### src/rtl/sem_pkg.sv
`timescale 1ns / 1ps
`default_nettype none
// ----------------------------------------------------------------------------
// sem_pkg
// Shared widths, register indexes and types of the Sobel edge magnitude stream.
// ----------------------------------------------------------------------------
package sem_pkg;

  // Pixel and position widths
  localparam int PIX_W     = 8;
  localparam int COL_W     = 10;
  localparam int ROW_W     = 11;
  localparam int CFG_W     = 11;
  localparam int MAG_W     = 8;
  localparam int CFG_IDX_W = 2;

  // Line store geometry
  localparam int MAX_WIDTH = 1024;
  localparam int ROW_LIMIT = 1024;
  localparam int MAG_LIMIT = 255;

  // Configuration register indexes
  localparam logic [CFG_IDX_W-1:0] REG_FRAME_WIDTH  = 2'd0;
  localparam logic [CFG_IDX_W-1:0] REG_FRAME_HEIGHT = 2'd1;

  // Per-item tag carried alongside the window
  typedef struct packed {
    logic             has_res;  // item produces a result
    logic             border;   // result pixel is on the frame border
    logic             last;     // result pixel is the frame's final one
    logic [COL_W-1:0] qr;       // result row
    logic [COL_W-1:0] qc;       // result column
  } tag_t;

  // 3x3 window, indexed [row][col], col 2 is the newest
  typedef logic [2:0][2:0][PIX_W-1:0] win_t;

endpackage
`default_nettype wire

### src/rtl/sem_pos.sv
`timescale 1ns / 1ps
`default_nettype none
// ----------------------------------------------------------------------------
// sem_pos
// Frame geometry registers and raster position counter; tags each request
// with the position of the result it yields.
// ----------------------------------------------------------------------------
module sem_pos (
  input  wire logic                           clk_i,
  input  wire logic                           rst_ni,
  // configuration writes
  input  wire logic                           cfg_valid_i,
  input  wire logic [sem_pkg::CFG_IDX_W-1:0]  cfg_index_i,
  input  wire logic [sem_pkg::CFG_W-1:0]      cfg_data_i,
  // current request
  input  wire logic                           accept_i,
  input  wire logic                           kind_i,
  input  wire logic [sem_pkg::PIX_W-1:0]      pixel_i,
  output logic      [sem_pkg::COL_W-1:0]      addr_o,
  output logic      [sem_pkg::PIX_W-1:0]      pix_o,
  output sem_pkg::tag_t                       tag_o
);

  logic [sem_pkg::CFG_W-1:0] width_q, height_q;
  logic [sem_pkg::CFG_W-1:0] cfg_clamp;
  logic [sem_pkg::ROW_W-1:0] row_q, row_d;
  logic [sem_pkg::COL_W-1:0] col_q, col_d;
  logic [sem_pkg::ROW_W-1:0] qr_full;
  logic [sem_pkg::CFG_W-1:0] qc_full;
  logic [sem_pkg::CFG_W-1:0] width_m1, height_m1;
  logic [sem_pkg::CFG_W-1:0] col_inc;
  logic                      cfg_hit;

  // Saturate the written value to 1..1024
  always_comb begin
    if (cfg_data_i == '0) begin
      cfg_clamp = sem_pkg::CFG_W'(1);
    end else if (cfg_data_i > sem_pkg::CFG_W'(sem_pkg::MAX_WIDTH)) begin
      cfg_clamp = sem_pkg::CFG_W'(sem_pkg::MAX_WIDTH);
    end else begin
      cfg_clamp = cfg_data_i;
    end
  end

  assign cfg_hit = cfg_valid_i && ((cfg_index_i == sem_pkg::REG_FRAME_WIDTH) ||
                                   (cfg_index_i == sem_pkg::REG_FRAME_HEIGHT));

  // Geometry registers
  always_ff @(posedge clk_i or negedge rst_ni) begin
    if (!rst_ni) begin
      width_q  <= sem_pkg::CFG_W'(sem_pkg::MAX_WIDTH);
      height_q <= sem_pkg::CFG_W'(sem_pkg::ROW_LIMIT);
    end else if (cfg_valid_i) begin
      if (cfg_index_i == sem_pkg::REG_FRAME_WIDTH) begin
        width_q <= cfg_clamp;
      end
      if (cfg_index_i == sem_pkg::REG_FRAME_HEIGHT) begin
        height_q <= cfg_clamp;
      end
    end
  end

  assign width_m1  = width_q - 1'b1;
  assign height_m1 = height_q - 1'b1;

  // Pixel value: flush items and drain rows feed zero
  assign pix_o  = (!kind_i && (row_q < height_q)) ? pixel_i : '0;
  assign addr_o = col_q;

  // Position of the pixel one row and one column behind
  always_comb begin
    if (col_q != '0) begin
      qr_full = row_q - 1'b1;
      qc_full = {1'b0, col_q} - 1'b1;
    end else begin
      qr_full = row_q - 2'd2;
      qc_full = width_m1;
    end
  end

  always_comb begin
    tag_o.has_res = (row_q >= sem_pkg::ROW_W'(2)) ||
                    ((row_q == sem_pkg::ROW_W'(1)) && (col_q != '0));
    tag_o.border  = (qr_full == '0) || (qr_full >= height_m1) ||
                    (qc_full == '0) || (qc_full >= width_m1);
    tag_o.last    = (qr_full == height_m1) && (qc_full == width_m1);
    tag_o.qr      = qr_full[sem_pkg::COL_W-1:0];
    tag_o.qc      = qc_full[sem_pkg::COL_W-1:0];
  end

  // Raster advance, restart after the last drain item
  assign col_inc = {1'b0, col_q} + 1'b1;
  always_comb begin
    if (row_q >= (height_q + 1'b1)) begin
      row_d = '0;
      col_d = '0;
    end else if (col_inc >= width_q) begin
      row_d = row_q + 1'b1;
      col_d = '0;
    end else begin
      row_d = row_q;
      col_d = col_inc[sem_pkg::COL_W-1:0];
    end
  end

  always_ff @(posedge clk_i or negedge rst_ni) begin
    if (!rst_ni) begin
      row_q <= '0;
      col_q <= '0;
    end else if (cfg_hit) begin
      row_q <= '0;
      col_q <= '0;
    end else if (accept_i) begin
      row_q <= row_d;
      col_q <= col_d;
    end
  end

endmodule
`default_nettype wire

### config.mk
export PLATFORM = sky130hd
export DESIGN_NAME = sem_pos
export DESIGN_NICKNAME = d
export VERILOG_FILES = /design/src/rtl/sem_pkg.sv /design/src/rtl/sem_pos.sv
export SDC_FILE = /design/constraint.sdc
export NUM_CORES = 1
export LEC_CHECK = 0
export ABC_AREA = 1
export BUFFER_PORTS_ARGS = -buffer_cell sky130_fd_sc_hd__buf_2
export CORE_UTILIZATION = 55
export CTS_BUF_LIST = sky130_fd_sc_hd__clkbuf_8
export CTS_CLUSTER_SIZE = 16
export DETAILED_ROUTE_END_ITERATION = 12
export GPL_TIMING_DRIVEN = 1
export PLACE_DENSITY = 0.81
export SYNTH_ARGS = -nofsm -noshare
export SYNTH_HDL_FRONTEND = slang
export SYNTH_SLANG_ARGS = --single-unit
### constraint.sdc
create_clock -name clk_i -period 4.2 [get_ports clk_i]
set_clock_uncertainty 0.2 [all_clocks]
set_input_delay 0.21 -clock clk_i [delete_from_list [all_inputs] [get_ports clk_i]]
set_output_delay 0.21 -clock clk_i [all_outputs]
set_load 0.03 [all_outputs]
==> flow_summary.yaml <==
floorplan:
  cell_row_count: 35
  die_height_um: 99.6
  io-pin-count: 67
  die_x_um: 99.6
  start_util_pct: 56.8
  die_area_mm2: 0.00993
  design.core.area_mm2: 0.00924
worst_setup_path:
  critical_path_class: "flop to output pin"
  cp-end-kind: "output pin"
  critical_path_required_ps: 3790
  timing.critical_path.from_type: "flop"
  crit_fanout: 18
  crit_arrival_ps: 3320
global_route:
  first_global_vias: 4895
  globalRouteMet2Util_pct: 50.5
  global_routing_s_busiest_layer: "met2"
  global_route_met1_usage_pct: 36.5
  global_route_usage_over_all_layers_pct: 28.7
  grt_antenna_before_repair: 0
  grt_pass1_wl_um: 22900
  maximum_number_of_pins_on_one_net_before_global_route_repair: 44
  globalRouteMet3Util_pct: 3.87
  globalRoute.totalOverflow: 0
cells_and_area:
  highest_count_cells_in_the_layout_ignoring_fill_and_taps: "208 x sky130_fd_sc_hd__nand2_1, 118 x sky130_fd_sc_hd__inv_1, 80 x sky130_fd_sc_hd__nor2_1"
  most_common_cell_after_layout_fill_and_taps_aside: "sky130_fd_sc_hd__nand2_1"
  share_of_post_route_cells_with_drive_strength_above_1_pct: 12.0
  layout.cell_area.non_filler_mm2: 0.00570
  layout.filler_cells: 914
  areaGrowthSynthToFinish_pct: 8.78
  n_antenna_cell: 0
  final_nets: 948
pwr:
  power_per_cell_area_mw_per_mm2: 714
  power_share_of_the_sequential_group_pct: 15.0
  vdd.ir_drop.worst_v: 0.000591
  internal-power_uw: 1650
  total_switching_power_uw: 2420
  power_switching_share_pct: 59.5
  power_uw: 4070
  power_leakage_uw: 0.00318
  combinational_group_share_of_total_power_pct: 77.9
  power.clock.fraction_pct: 7.1
synthesis:
  ys_top_cells_by_area: "sky130_fd_sc_hd__dfrtp_1 20%, sky130_fd_sc_hd__ha_1 16%, sky130_fd_sc_hd__nand2_1 15%"
  ffs_w_async_s_r_synth_pct: 100
  netlist.top_cell.by_area: "sky130_fd_sc_hd__dfrtp_1"
  syn-instance-count: 801
  synth_seq_area_share_pct: 20.6
  avg_inst_size_synth_um2: 6.55
  postSynthRegisterBits: 43
  synth_cell_types: 44
  netlist.area_leader.share_pct: 19.6
  postSynth.topFlopCell: "sky130_fd_sc_hd__dfrtp_1"
  syn-cell-area_mm2: 0.00524
  synthesis.yosys.warnings: 0
  number_of_enable_type_register_cells_in_the_synthesized_netlist: 0
  syn-num-nets: 894
sta:
  tightestPinTransition_ps: 1020
  setup_total_negative_slack_ps: 0
  max_freq_mhz: 268
  layout_setup_ws_ps: 473
  timing_hold_violations_final: 0
  slew_violations: 0
  final_cycle_utilization_of_the_critical_path_pct: 88.7
  setup_repair_after_global_routing_missed_its_margin: "no"
  report.final.setup_viol: 0
  max_slew_margin_pct: 32.2
  min_period_ps: 3730
placed_design:
  dp_worst_setup_slack_ps: 836
  gpl_congestion: 0.945
  number_of_input_and_output_port_buffers_inserted: 66
  post_dp_cell_area_mm2: 0.00558
  place_hpwl_um: 10900
clock_network:
  h_tree_level_count: 2
  max-clock-path-buffers: 2
  cts_tree: "done"
  cts_inserted_buffers: 5
  clk_root_buffer_cell: "sky130_fd_sc_hd__clkbuf_8"
  worstSkewPairLatency_ps: 290
  cts_repair_resize_count: 0
  cts.sink_count: 43
  cts.reportedPaths.clkPinSlew_ps: 80
route:
  routed_via_density: 5.33
  antenna_left: 0
  firstDrtPassIters: 5
  drt_iter0_drc: 274
  route.detailed.wl_per_inst_um: 13.6
  routed_wl_um: 13400
  drc_errors: 0
  dr_total_vias: 5249
flow_run:
  cap_violations: 0
run_status:
  outcome: "completed"
min_path:
  hold_path_class: "input pin to flop"
==> cells by family (layout without fill, tap and decap cells) <==
group	Yosys count	in the layout	synth area share [%]
AO/OA/AOI/OAI	90	90	9.33
XOR/XNOR	40	40	6.68
adder cells (fa/ha/maj)	67	67	16.0
buffers and inverters	146	201	11.8
flip-flops	43	43	20.6
AND/OR/NAND/NOR	415	415	35.6
==> power by group through the flow <==
stage,registers [uW],logic [uW],clock network [uW]
3_5_place_dp,616,3130,0
6_report,612,3170,288
4_1_cts,609,3160,300
5_1_grt,623,3570,312
2_1_floorplan,578,2440,0
3_3_place_gp,615,3110,0
==> cell type report <==
cell class,instances,area (um^2),share of cell area (%)
Clock inverter,1,3.75,0.0658
Tap cell,129,161,2.83
Timing Repair Buffer,68,350,6.14
Inverter,125,469,8.23
Clock buffer,7,96.3,1.69
Multi-Input combinational cell,612,3540,62.1
Sequential cell,43,1080,18.9
==> critical path: stages (launching register included) <==
cell,delay [ps]
sky130_fd_sc_hd__dfrtp_1,430
sky130_fd_sc_hd__inv_1,190
sky130_fd_sc_hd__ha_1,270
sky130_fd_sc_hd__nand2_1,90
sky130_fd_sc_hd__nor2_2,120
sky130_fd_sc_hd__nand3_4,200
sky130_fd_sc_hd__inv_2,250
sky130_fd_sc_hd__nand3_1,100
sky130_fd_sc_hd__nand2_1,90
sky130_fd_sc_hd__inv_1,50
sky130_fd_sc_hd__ha_1,290
sky130_fd_sc_hd__nand2_1,70
sky130_fd_sc_hd__nor2_1,130
sky130_fd_sc_hd__nand4_1,140
sky130_fd_sc_hd__and3_1,170
sky130_fd_sc_hd__nand2_1,70
sky130_fd_sc_hd__a21oi_1,40
sky130_fd_sc_hd__nand3_1,100
sky130_fd_sc_hd__buf_2,210
==> metal layers <==
layer	vias up	wire (um)
li1	2678	-
met1	2390	6050
met2	153	6290
met3	28	750
met4	0	325
met5	-	0
==> synth_stat cells, types with 8 or more instances <==
cell type and count:
sky130_fd_sc_hd__nor2_1 80, sky130_fd_sc_hd__o21ai_0 40, sky130_fd_sc_hd__nor3_1 18, sky130_fd_sc_hd__nand2_1 208, sky130_fd_sc_hd__inv_1 117, sky130_fd_sc_hd__dfrtp_1 41, sky130_fd_sc_hd__o22ai_1 13, sky130_fd_sc_hd__nand4_1 14
sky130_fd_sc_hd__clkbuf_1 8, sky130_fd_sc_hd__xor2_1 35, sky130_fd_sc_hd__a21oi_1 28, sky130_fd_sc_hd__nand3_1 70, sky130_fd_sc_hd__ha_1 67
==> path summary, 6_finish.rpt <==
path	startpoint	end	slack, ps	cells after the start
worst max-delay path	addr_o[0]$_DFFE_PN0P_	tag_o[21]	470	18
worst min-delay path	cfg_data_i[10]	height_q[10]$_DFFE_PN1P_	30	3
worst max register to register	height_q[0]$_DFFE_PN0P_	row_q[0]$_DFFE_PN0P_	970	16
worst min register to register	width_q[10]$_DFFE_PN1P_	width_q[10]$_DFFE_PN1P_	370	2
max in group asynchronous	rst_ni	width_q[9]$_DFFE_PN0P_	2740	2
min in group asynchronous	rst_ni	row_q[3]$_DFFE_PN0P_	440	2
==> registers in the layout (all words and copies together), names as in the netlist <==
signal	count
row_q	11
addr_o	10
width_q	11
height_q	11
==> stage by stage <==
stage	instances	utilization [%]	hold slack [ps]
5_1_grt	985	61.7	43.5
3_3_place_gp	975	60.4	236
3_5_place_dp	975	60.4	245
2_1_floorplan	801	-	-286
4_1_cts	985	61.7	20.3
6_report	985	61.7	29.9
==> what timing repair did <==
action / 4_1_cts / 5_1_grt
endpoints found under the hold margin: 42 / 0
hold buffers: 2 / 0
setup buffers: 0 / 0
Power figures use the tool's default switching activity.
