**config.mk**
```make
export PLATFORM = sky130hd
export DESIGN_NAME = sem_grad
export DESIGN_NICKNAME = d
export VERILOG_FILES = /design/src/rtl/sem_pkg.sv /design/src/rtl/sem_grad.sv
export SDC_FILE = /design/constraint.sdc
export NUM_CORES = 1
export LEC_CHECK = 0
export BUFFER_PORTS_ARGS = -buffer_cell sky130_fd_sc_hd__buf_2
export CAP_MARGIN = 20
export CORE_ASPECT_RATIO = 1.75
export CORE_UTILIZATION = 53
export CTS_CLUSTER_SIZE = 25
export DETAILED_ROUTE_END_ITERATION = 6
export GPL_TIMING_DRIVEN = 0
export PLACE_DENSITY = 0.82
export SLEW_MARGIN = 20
export SYNTH_ARGS = -nofsm -noshare
export SYNTH_HDL_FRONTEND = slang
export SYNTH_SLANG_ARGS = --single-unit
```
**constraint.sdc**
```tcl
create_clock -name clk_i -period 2.05 [get_ports clk_i]
set_input_delay 0.41 -clock clk_i [delete_from_list [all_inputs] [get_ports clk_i]]
set_output_delay 0.41 -clock clk_i [all_outputs]
set_load 0.01 [all_outputs]
```
**src/rtl/sem_pkg.sv**
```systemverilog
`timescale 1ns / 1ps
`default_nettype none
// ----------------------------------------------------------------------------
// sem_pkg
// Shared widths, register indexes and types of the Sobel edge magnitude stream.
// ----------------------------------------------------------------------------
package sem_pkg;

  // Pixel and position widths
  localparam int PIX_W     = 8;
  localparam int COL_W     = 10;
  localparam int ROW_W     = 11;
  localparam int CFG_W     = 11;
  localparam int MAG_W     = 8;
  localparam int CFG_IDX_W = 2;

  // Line store geometry
  localparam int MAX_WIDTH = 1024;
  localparam int ROW_LIMIT = 1024;
  localparam int MAG_LIMIT = 255;

  // Configuration register indexes
  localparam logic [CFG_IDX_W-1:0] REG_FRAME_WIDTH  = 2'd0;
  localparam logic [CFG_IDX_W-1:0] REG_FRAME_HEIGHT = 2'd1;

  // Per-item tag carried alongside the window
  typedef struct packed {
    logic             has_res;  // item produces a result
    logic             border;   // result pixel is on the frame border
    logic             last;     // result pixel is the frame's final one
    logic [COL_W-1:0] qr;       // result row
    logic [COL_W-1:0] qc;       // result column
  } tag_t;

  // 3x3 window, indexed [row][col], col 2 is the newest
  typedef logic [2:0][2:0][PIX_W-1:0] win_t;

endpackage
`default_nettype wire

```
**src/rtl/sem_grad.sv**
```systemverilog
`timescale 1ns / 1ps
`default_nettype none
// ----------------------------------------------------------------------------
// sem_grad
// Sobel gradient, L1 magnitude with clamp, and the result register.
// ----------------------------------------------------------------------------
module sem_grad (
  input  wire logic                       clk_i,
  input  wire logic                       rst_ni,
  input  wire logic                       valid_i,
  output logic                            ready_o,
  input  wire sem_pkg::win_t              win_i,
  input  wire sem_pkg::tag_t              tag_i,
  output logic                            out_valid_o,
  input  wire logic                       out_stall_i,
  output logic      [sem_pkg::MAG_W-1:0]  out_magnitude_o,
  output logic      [sem_pkg::COL_W-1:0]  out_row_o,
  output logic      [sem_pkg::COL_W-1:0]  out_col_o,
  output logic                            out_frame_last_o
);

  localparam int SUM_W = sem_pkg::PIX_W + 2;

  logic [SUM_W-1:0]           left, right, top, bottom;
  logic signed [SUM_W:0]      gx, gy;
  logic [SUM_W-1:0]           ax, ay;
  logic [SUM_W:0]             sum;
  logic [sem_pkg::MAG_W-1:0]  mag;
  logic                       load;

  // Weighted column and row sums
  always_comb begin
    left   = SUM_W'(win_i[0][0]) + {1'b0, win_i[1][0], 1'b0} + SUM_W'(win_i[2][0]);
    right  = SUM_W'(win_i[0][2]) + {1'b0, win_i[1][2], 1'b0} + SUM_W'(win_i[2][2]);
    top    = SUM_W'(win_i[0][0]) + {1'b0, win_i[0][1], 1'b0} + SUM_W'(win_i[0][2]);
    bottom = SUM_W'(win_i[2][0]) + {1'b0, win_i[2][1], 1'b0} + SUM_W'(win_i[2][2]);
  end

  // Gradients and absolute sum
  assign gx  = $signed({1'b0, right}) - $signed({1'b0, left});
  assign gy  = $signed({1'b0, top}) - $signed({1'b0, bottom});
  assign ax  = gx[SUM_W] ? SUM_W'(-gx) : SUM_W'(gx);
  assign ay  = gy[SUM_W] ? SUM_W'(-gy) : SUM_W'(gy);
  assign sum = {1'b0, ax} + {1'b0, ay};

  // Clamp; border pixels answer zero
  always_comb begin
    if (tag_i.border) begin
      mag = '0;
    end else if (sum > (SUM_W + 1)'(sem_pkg::MAG_LIMIT)) begin
      mag = sem_pkg::MAG_W'(sem_pkg::MAG_LIMIT);
    end else begin
      mag = sum[sem_pkg::MAG_W-1:0];
    end
  end

  assign ready_o = !out_valid_o || !out_stall_i;
  assign load    = valid_i && ready_o;

  // Result register
  always_ff @(posedge clk_i or negedge rst_ni) begin
    if (!rst_ni) begin
      out_valid_o <= 1'b0;
    end else if (ready_o) begin
      out_valid_o <= valid_i;
    end
  end

  always_ff @(posedge clk_i) begin
    if (load) begin
      out_magnitude_o  <= mag;
      out_row_o        <= tag_i.qr;
      out_col_o        <= tag_i.qc;
      out_frame_last_o <= tag_i.last;
    end
  end

endmodule
`default_nettype wire

```
==> metrics.yaml, run 1 <==
timing:
  setup_violations: 8
  final.min_clock_period_ps: 5050
  slew_headroom_pct: 55.4
  finalHoldViolations: 0
  fin_ws_ps: -3000
  worst_pin_slew_ps: 668
  finClkSkew_ps: 11.4
  rsz0062_at_grt: "yes"
  max_freq_mhz: 198
  report.final.slew_viol_count: 0
  finalCritPeriodShare_pct: 246
  whs_ps: 303
hold_path:
  hold_end: "out_row_o[4]$_DFFE_PP_"
  min_from: "tag_i[14]"
  whs_path_depth: 1
  hold_class: "input pin to flop"
cells_and_area:
  layout_common_cells: "inv_1 (121), buf_2 (114), fa_1 (57), buf_4 (29), edfxtp_1 (29)"
  n_fill_cell: 429
  nets: 795
  final_common_cell: "inv_1"
  area_delta_synth_final_pct: 41.6
  final_layout_size_suffix_gt1_share_pct: 44.6
  diodes: 0
floorplanning:
  fp.dieH_um: 120
  die_area_um2: 8370
  ios: 130
  row_count: 42
  core_um2: 7670
  initial_core_util_pct: 55.2
  die_w_um: 69.6
worst_setup_path:
  crit_path_start_kind: "input pin"
  critPathCaptureType: "flop"
  required_ps: 2060
  worstSetupPathType: "input pin to flop"
  crit_arrival_ps: 5060
  ff2ff_path_depth: 2
  r2r_setup_slack_ps: 580
  r2r_end: "out_col_o[8]$_DFFE_PP_"
  critPathMaxFanout: 8
  reg2reg_from: "out_valid_o$_DFFE_PN0N_"
grt:
  grt_pass1_wl_mm: 18.9
  first_global_vias: 4271
  grtUsageTotal_pct: 28.8
  grt_overflow_total: 0
  grt_max_degree: 30
  antenna_found_initial: 0
place:
  portBuffers: 119
  gp_congestion: 0.829
  place_hpwl_mm: 7.56
  pre_cts_slack_ps: -3300
detailed_routing:
  viasPerCell: 5.52
  vias: 3785
  drtPass1Iterations: 4
  antenna_left: 0
  drt_iter0_drc: 132
  drcViolationCount: 0
  wl_per_cell_um: 17.7
  finalWirelength_mm: 12.2
yosys:
  synthCells: 438
  yosysWarnings: 0
  synth_edf_count: 29
  async_flop_share_pct: 3.33
  ys_types: 46
  synth_seq_cells: 30
  syn_area_um2: 4240
  synth.avg_cell_area_um2: 9.67
  synth-seq-area-share_pct: 21.1
  synth_ff_type: "edfxtp_1"
  synthesis.nets: 636
cts:
  cts_made_buffers: 5
  clkTransAtPathRegs_ps: 60
  cts_tree: "done"
  clock_latency_ps: 280
  htreeDepth: 2
  clock-sinks: 30
  cts-root-buf: "clkbuf_16"
  clock_path_buffers: 2
job:
  drv_cap: 0
run_status:
  status: "complete, but fails checks"
  violations: "setup timing"
## layer usage
metal,wire (µm),global-route usage [%],part of all wire [%]
met4,843,16.7,6.9
met3,551,3.58,4.5
met1,3880,26.0,32
met5,0,0,0
met2,6880,58.4,57
## critical path, cell delays in order
cell and delay, ps:
buf_2 130, inv_8 30, fa_1 460, fa_1 570
inv_2 40, fa_1 540, inv_2 60, ha_4 280
o21ai_4 70, or4b_1 510, o2111a_2 200, buf_4 150
xnor2_1 300, ha_2 370, o21ai_2 160, nor2_1 120
a2111oi_4 310, o21a_4 250, a21oi_2 80
## cell usage after synthesis, drive strengths merged (4+ instances only)
cell | number | area share [%]
a21oi | 24 | 2.8
and2 | 4 | 0.59
o21ai | 13 | 1.6
xor2 | 16 | 3.3
nor3 | 6 | 0.71
edfxtp | 29 | 21
nor2 | 22 | 1.9
a211oi | 6 | 1.3
o21a | 4 | 0.71
a31oi | 4 | 0.59
nand2 | 10 | 0.89
inv | 140 | 12
fa | 63 | 30
a21o | 4 | 0.71
ha | 36 | 11
xnor2 | 17 | 3.5
## cell families after synthesis
| logic type | after synthesis | share of synthesized area (%) |
|---|---|---|
| buffers and inverters | 142 | 12.6 |
| adders and majority gates | 99 | 40.4 |
| AOI/OAI and AO/OA | 68 | 10.7 |
| and+or+nand+nor | 65 | 8.09 |
| xor gates and xnor gates | 33 | 6.82 |
| DFF | 30 | 21.1 |
| muxes | 1 | 0.266 |
## worst max path at each step
stage / from / endpoint / slack [ps]
detailed placement: win_i[2] / out_magnitude_o[5]$_SDFFCE_PP0P_ / -3300
finish: win_i[27] / out_magnitude_o[0]$_SDFFCE_PP0P_ / -3000
floorplan: win_i[27] / out_magnitude_o[0]$_SDFFCE_PP0P_ / -2720
CTS: win_i[22] / out_magnitude_o[2]$_SDFFCE_PP0P_ / -2750
global route: win_i[1] / out_magnitude_o[4]$_SDFFCE_PP0P_ / -3150
global placement: win_i[2] / out_magnitude_o[4]$_SDFFCE_PP0P_ / -3190
## stage by stage
step	TNS (ps)	instance area, µm²	cells	utilization (%)
after global placement	-25500	5150	645	67.2
after CTS	-21940	5750	679	75.0
after detailed placement	-26350	5150	645	67.2
after global routing	-25110	6000	686	78.2
after floorplan	-21800	4450	438	-
final	-23900	6000	686	78.2
## repair_timing
action	CTS	global route
buffers inserted	23	7
pin swaps	56	42
setup endpoints to repair	8	8
resized for setup	45	50
hold endpoints to repair	1	0
cloned	2	0
hold buffers	1	0
## layout make-up
cell class	instances	area (µm²)	area share (%)
Inverter	140	543	9.05
Multi-Input combinational cell	267	3350	55.8
Clock inverter	2	60.1	1.00
Sequential cell	30	896	14.9
Timing Repair Buffer	151	890	14.8
Buffer	2	15.0	0.250
Tap cell	88	110	1.84
Clock buffer	6	139	2.31
## flip-flops by register name, indices dropped and copies added (netlist names)
signal and cells:
out_magnitude_o 8, out_col_o 10, out_row_o 10, out_frame_last_o 1, out_valid_o 1
Power of run 1 is left out: the tool's default activity adds up to more than one toggle a clock period on the data nets, which glitch-free logic cannot reach.
==> inputs of run 2 (changes only) <==
--- a/config.mk
+++ b/config.mk
@@ -10,2 +10,3 @@
 export CORE_ASPECT_RATIO = 1.75
+export CORE_MARGIN = 3
 export CORE_UTILIZATION = 53
==> constraint.sdc (replaced) <==
create_clock -name clk_i -period 2.05 [get_ports clk_i]
set_input_delay 0 -clock clk_i [delete_from_list [all_inputs] [get_ports clk_i]]
set_output_delay 0 -clock clk_i [all_outputs]
set_load 0.01 [all_outputs]
==> metrics.yaml, run 2 (same netlist as run 1, synthesis figures left out) <==
worst_setup_path:
  slowest_stage: "fa_1"
  critPathCaptureType: "flop"
  required_ps: 2050  # about the same
  critPathMaxFanout: 8  # unchanged
  worstSetupPathType: "input pin to flop"
  ff2ff_path_depth: 2  # unchanged
  crit_path_start_kind: "input pin"
  crit_arrival_ps: 4820  # -240 ps
  path_cells: "buf_2 -> inv_1 -> fa_1 -> fa_1 -> inv_1 -> fa_1 -> inv_1 -> ha_4 -> a211oi_4 -> o21ai_2 -> nand4_1 -> nand2_2 -> a21oi_2 -> xnor2_1 -> ha_1 -> o21ai_1 -> nor2_1 -> o21a_2 -> a2111oi_4 -> o21a_4 -> a21oi_1"
  max_stage_delay_ps: 580  # about the same
floorplanning:
  initial_core_util_pct: 55.2  # unchanged
  fp.dieH_um: 124  # +3.3%
  row_count: 42  # unchanged
  die_w_um: 73.6  # +5.7%
  die_area_um2: 9140  # +9.3%
  ios: 130  # unchanged
  core_um2: 7670  # unchanged
cts:
  cts-root-buf: "clkbuf_16"
  clock-sinks: 30  # unchanged
  cts_made_buffers: 5  # unchanged
  clock_latency_ps: 290  # about the same
  clock_path_buffers: 2  # unchanged
  cts_tree: "done"
  clkTransAtPathRegs_ps: 60  # about the same
  htreeDepth: 2  # unchanged
detailed_routing:
  antenna_left: 0  # unchanged
  viasPerCell: 5.71  # +3.4%
  vias: 4063  # +7.3%
  wl_per_cell_um: 22.2  # +25%
  drt_iter0_drc: 326  # +150%
  finalWirelength_mm: 15.8  # +30%
  drcViolationCount: 0  # unchanged
  drtPass1Iterations: 5  # +1
timing:
  report.final.slew_viol_count: 0  # unchanged
  fin_ws_ps: -2760  # +235 ps
  rsz0062_at_grt: "yes"
  whs_ps: 33.1  # -270 ps
  finalCritPeriodShare_pct: 235  # -11 points
  final.min_clock_period_ps: 4810  # -235 ps
  finClkSkew_ps: 10.3  # -1.13 ps
  finalHoldViolations: 0  # unchanged
  worst_pin_slew_ps: 690  # +21.5 ps
  final.setup.tns_ps: -21950  # +1950 ps
  slew_headroom_pct: 54.0  # -1.4 points
  setup_violations: 8  # unchanged
  max_freq_mhz: 208  # +4.9%
run_status:
  status: "complete, but fails checks"
  violations: "setup timing"
hold_path:
  hold_class: "input pin to async pin"
grt:
  grtUsageTotal_pct: 27.0  # -1.8 points
  grt_overflow_total: 0  # unchanged
  first_global_vias: 4307  # +0.84%
  grt_max_degree: 30  # unchanged
  grt_pass1_wl_mm: 19.3  # +1.9%
  antenna_found_initial: 0  # unchanged
cells_and_area:
  multi_input_area_um2: 3620  # +8.2%
  final_common_cell: "buf_2"
  n_fill_cell: 334  # -22%
  diodes: 0  # unchanged
  layout_common_cells: "buf_2 (108), inv_1 (106), fa_1 (54), buf_4 (35), inv_2 (32)"
  final_layout_size_suffix_gt1_share_pct: 48.9  # +4.2 points
  nets: 821  # +3.3%
  seqCellArea_um2: 896  # unchanged
  area_delta_synth_final_pct: 53.4
  largest_registers: "out_col_o x10, out_row_o x10, out_magnitude_o x8"
place:
  portBuffers: 119  # unchanged
  gp_congestion: 0.872  # +5.2%
  place_hpwl_mm: 7.80  # +3.1%
job:
  drv_cap: 0  # unchanged
[run 2: layout make-up]
cell class / count / area share, %
flip-flops and latches: 30 / 13.8
plain buffers: 1 / 0.0578
well taps: 88 / 1.69
clock inverters: 2 / 0.193
inverters: 140 / 8.32
repair buffers: 179 / 18.1
clock buffers: 6 / 2.14
multi-input cells: 266 / 55.7
[run 2: path summary, 6_finish.rpt]
kind	start	to	slack (ps)
worst max-delay path	win_i[67]	out_magnitude_o[5]$_SDFFCE_PP0P_	-2760
worst min-delay path	rst_ni	out_valid_o$_DFFE_PN0N_	30
worst max register to register	out_valid_o$_DFFE_PN0N_	out_row_o[7]$_DFFE_PP_	440
worst min register to register	out_valid_o$_DFFE_PN0N_	out_col_o[5]$_DFFE_PP_	1290
max in group asynchronous	rst_ni	out_valid_o$_DFFE_PN0N_	1920
min in group clk_i	tag_i[21]	out_magnitude_o[3]$_SDFFCE_PP0P_	260
[run 2: repair_timing]
| item | 4_1_cts | 5_1_grt |
|---|---|---|
| endpoints found under the setup margin | 8 | 8 |
| pin swaps | 50 | 62 |
| gates resized for setup | 51 | 101 |
| hold buffers | 24 | 0 |
| endpoints found under the hold margin | 23 | 0 |
| setup buffers | 26 | 10 |
| cloned | 0 | 0 |
[run 2: metrics by stage]
step	util, %	instances	instance area, µm²	setup slack [ps]
final	84.7	712	6500	-2760
after global routing	84.7	712	6500	-2870
after CTS	77.4	703	5940	-2320
after detailed placement	67.2	645	5150	-2900
after global placement	67.2	645	5150	-2780
after floorplan	-	438	4450	-2310
[run 2: per-layer routing]
layer | track usage [%] | part of all wire [%]
met5 | 0 | 0
met4 | 14.1 | 7.4
met3 | 3.15 | 5.9
met2 | 52.5 | 55
met1 | 25.5 | 31
[run 2: worst max-delay path: cells and delay by family]
| kind | cells | cell delay [ps] |
|---|---|---|
| adders and majority gates | 5 | 2130 |
| AOI/OAI and AO/OA | 8 | 1720 |
| buffers and inverters | 4 | 390 |
| and+or+nand+nor | 3 | 370 |
| xor gates and xnor gates | 1 | 200 |
Power of run 2 is left out for the same reason.
==> inputs of run 3 (changes only) <==
- clock period: 2.05 -> 4.6 ns (I/O delays scaled with it)
==> metrics.yaml, run 3 (same netlist as run 1, synthesis figures left out) <==
run_status:
  status: "complete, but fails checks"
  violations: "setup timing"
cells_and_area:
  diodes: 0  # unchanged
  fin_util_pct: 81.7  # -3.0 points
  final_layout_size_suffix_gt1_share_pct: 43.2  # -5.7 points
  nets: 817  # -0.49%
  final_common_cell: "inv_1"
  multi_input_area_um2: 3430  # -5.2%
  largest_registers: "out_col_o x10, out_row_o x10, out_magnitude_o x8"
  n_fill_cell: 389  # +16%
  layout_common_cells: "inv_1 (126), buf_2 (117), fa_1 (56), buf_4 (29), edfxtp_1 (29)"
  seqCellArea_um2: 896  # unchanged
  area_delta_synth_final_pct: 47.9
timing:
  setup_violations: 8  # unchanged
  rsz0062_at_grt: "yes"
  final.min_clock_period_ps: 4690
  finalCritPeriodShare_pct: 102
  finalHoldViolations: 0  # unchanged
  slew_headroom_pct: 51.9  # -2.1 points
  report.final.slew_viol_count: 0  # unchanged
  max_freq_mhz: 213
  finClkSkew_ps: 3.88  # -6.43 ps
  fin_ws_ps: -94.3  # +2670 ps
  worst_pin_slew_ps: 722  # +31.6 ps
detailed_routing:
  drtPass1Iterations: 5  # unchanged
  viasPerCell: 5.67  # -0.62%
  wl_per_cell_um: 20.2  # -9.1%
  drt_iter0_drc: 219  # -33%
  antenna_left: 0  # unchanged
  drcViolationCount: 0  # unchanged
  vias: 4015  # -1.2%
  finalWirelength_mm: 14.3  # -9.7%
cts:
  clock_path_buffers: 2  # unchanged
  cts_made_buffers: 5  # unchanged
  cts-root-buf: "clkbuf_16"
  clock-sinks: 30  # unchanged
  cts_tree: "done"
  htreeDepth: 2  # unchanged
  clkTransAtPathRegs_ps: 60  # about the same
  clock_latency_ps: 280  # about the same
floorplanning:
  row_count: 42  # unchanged
  fp.dieH_um: 124  # unchanged
  die_area_um2: 9140  # unchanged
  initial_core_util_pct: 55.2  # unchanged
  die_w_um: 73.6  # unchanged
  core_um2: 7670  # unchanged
  ios: 130  # unchanged
grt:
  grt_max_degree: 30  # unchanged
  grt_overflow_total: 0  # unchanged
  grt_pass1_wl_mm: 17.9  # -7.3%
  first_global_vias: 4012  # -6.8%
  grtUsageTotal_pct: 24.9  # -2.1 points
  antenna_found_initial: 0  # unchanged
hold_path:
  hold_class: "input pin to flop"
  whs_path_depth: 3
place:
  place_hpwl_mm: 7.67  # -1.7%
  gp_congestion: 0.845  # -3.1%
  portBuffers: 119  # unchanged
job:
  drv_cap: 0  # unchanged
worst_setup_path:
  worstSetupPathType: "input pin to flop"
  critPathMaxFanout: 8  # unchanged
  crit_path_start_kind: "input pin"
  ff2ff_path_depth: 2  # unchanged
  r2r_setup_slack_ps: 3060  # +2620 ps
  crit_arrival_ps: 4700  # -120 ps
  critPathCaptureType: "flop"
  required_ps: 4610  # +2560 ps
run 3: per-stage QoR:
step	TNS, ps	cell area, µm²	worst slack [ps]	hold slack [ps]	instances
global route	-1510	6270	-200	70.0	708
global placement	-3660	4970	-460	-226	645
CTS	0	5580	2.36	17.6	687
detailed placement	-4020	4970	-507	-219	645
floorplan	0	4260	0.616	-296	438
finish	-667	6270	-94.3	51.2	708
run 3: area by class of cell:
cell class                 count  share of cell area, %
multi-input combinational    266                   54.8
timing repair buffer         174                   17.5
sequential                    30                   14.3
inverter                     140                   8.38
clock buffer                   5                   2.00
tap                           88                   1.76
clock inverter                 3                   1.02
buffer                         2                  0.240
run 3: worst paths after layout:
| kind | startpoint | endpoint |
|---|---|---|
| setup / recovery | win_i[0] | out_magnitude_o[2]$_SDFFCE_PP0P_ |
| hold / removal | out_stall_i | out_valid_o$_DFFE_PN0N_ |
| setup reg to reg | out_valid_o$_DFFE_PN0N_ | out_col_o[2]$_DFFE_PP_ |
| hold reg to reg | out_valid_o$_DFFE_PN0N_ | out_valid_o$_DFFE_PN0N_ |
| max in group asynchronous | rst_ni | out_valid_o$_DFFE_PN0N_ |
| min in group asynchronous | rst_ni | out_valid_o$_DFFE_PN0N_ |
run 3: routing by layer:
metal  up-vias  routed length [µm]  global-route usage (%)
met1      1956                4440                    24.9
li1       1731                   -                       -
met3        81                 928                    2.50
met4         0                1110                    12.0
met2       247                7810                    48.0
met5         -                   0                       0
run 3: timing repair:
action	in CTS	in global routing
cloned	0	1
gates resized for setup	21	108
hold endpoints to repair	23	0
pin swaps	21	81
hold buffers	23	0
endpoints found under the setup margin	8	8
setup buffers	11	20
run 3: critical path: stages:
cell       delay (ps)
buf_2             120
inv_1              70
fa_1              540
inv_1              60
fa_2              360
fa_1              560
ha_4              170
inv_1              50
fa_2              380
nor2b_2           160
o22ai_1           120
xnor2_1           180
nand3b_1          240
o21ai_1           260
xnor2_1           130
ha_1              380
o21ai_2            90
nor2_1            130
o21ai_2           100
a2111oi_4         220
o21a_4            280
a21oi_2            80
Power of run 3 is left out for the same reason.
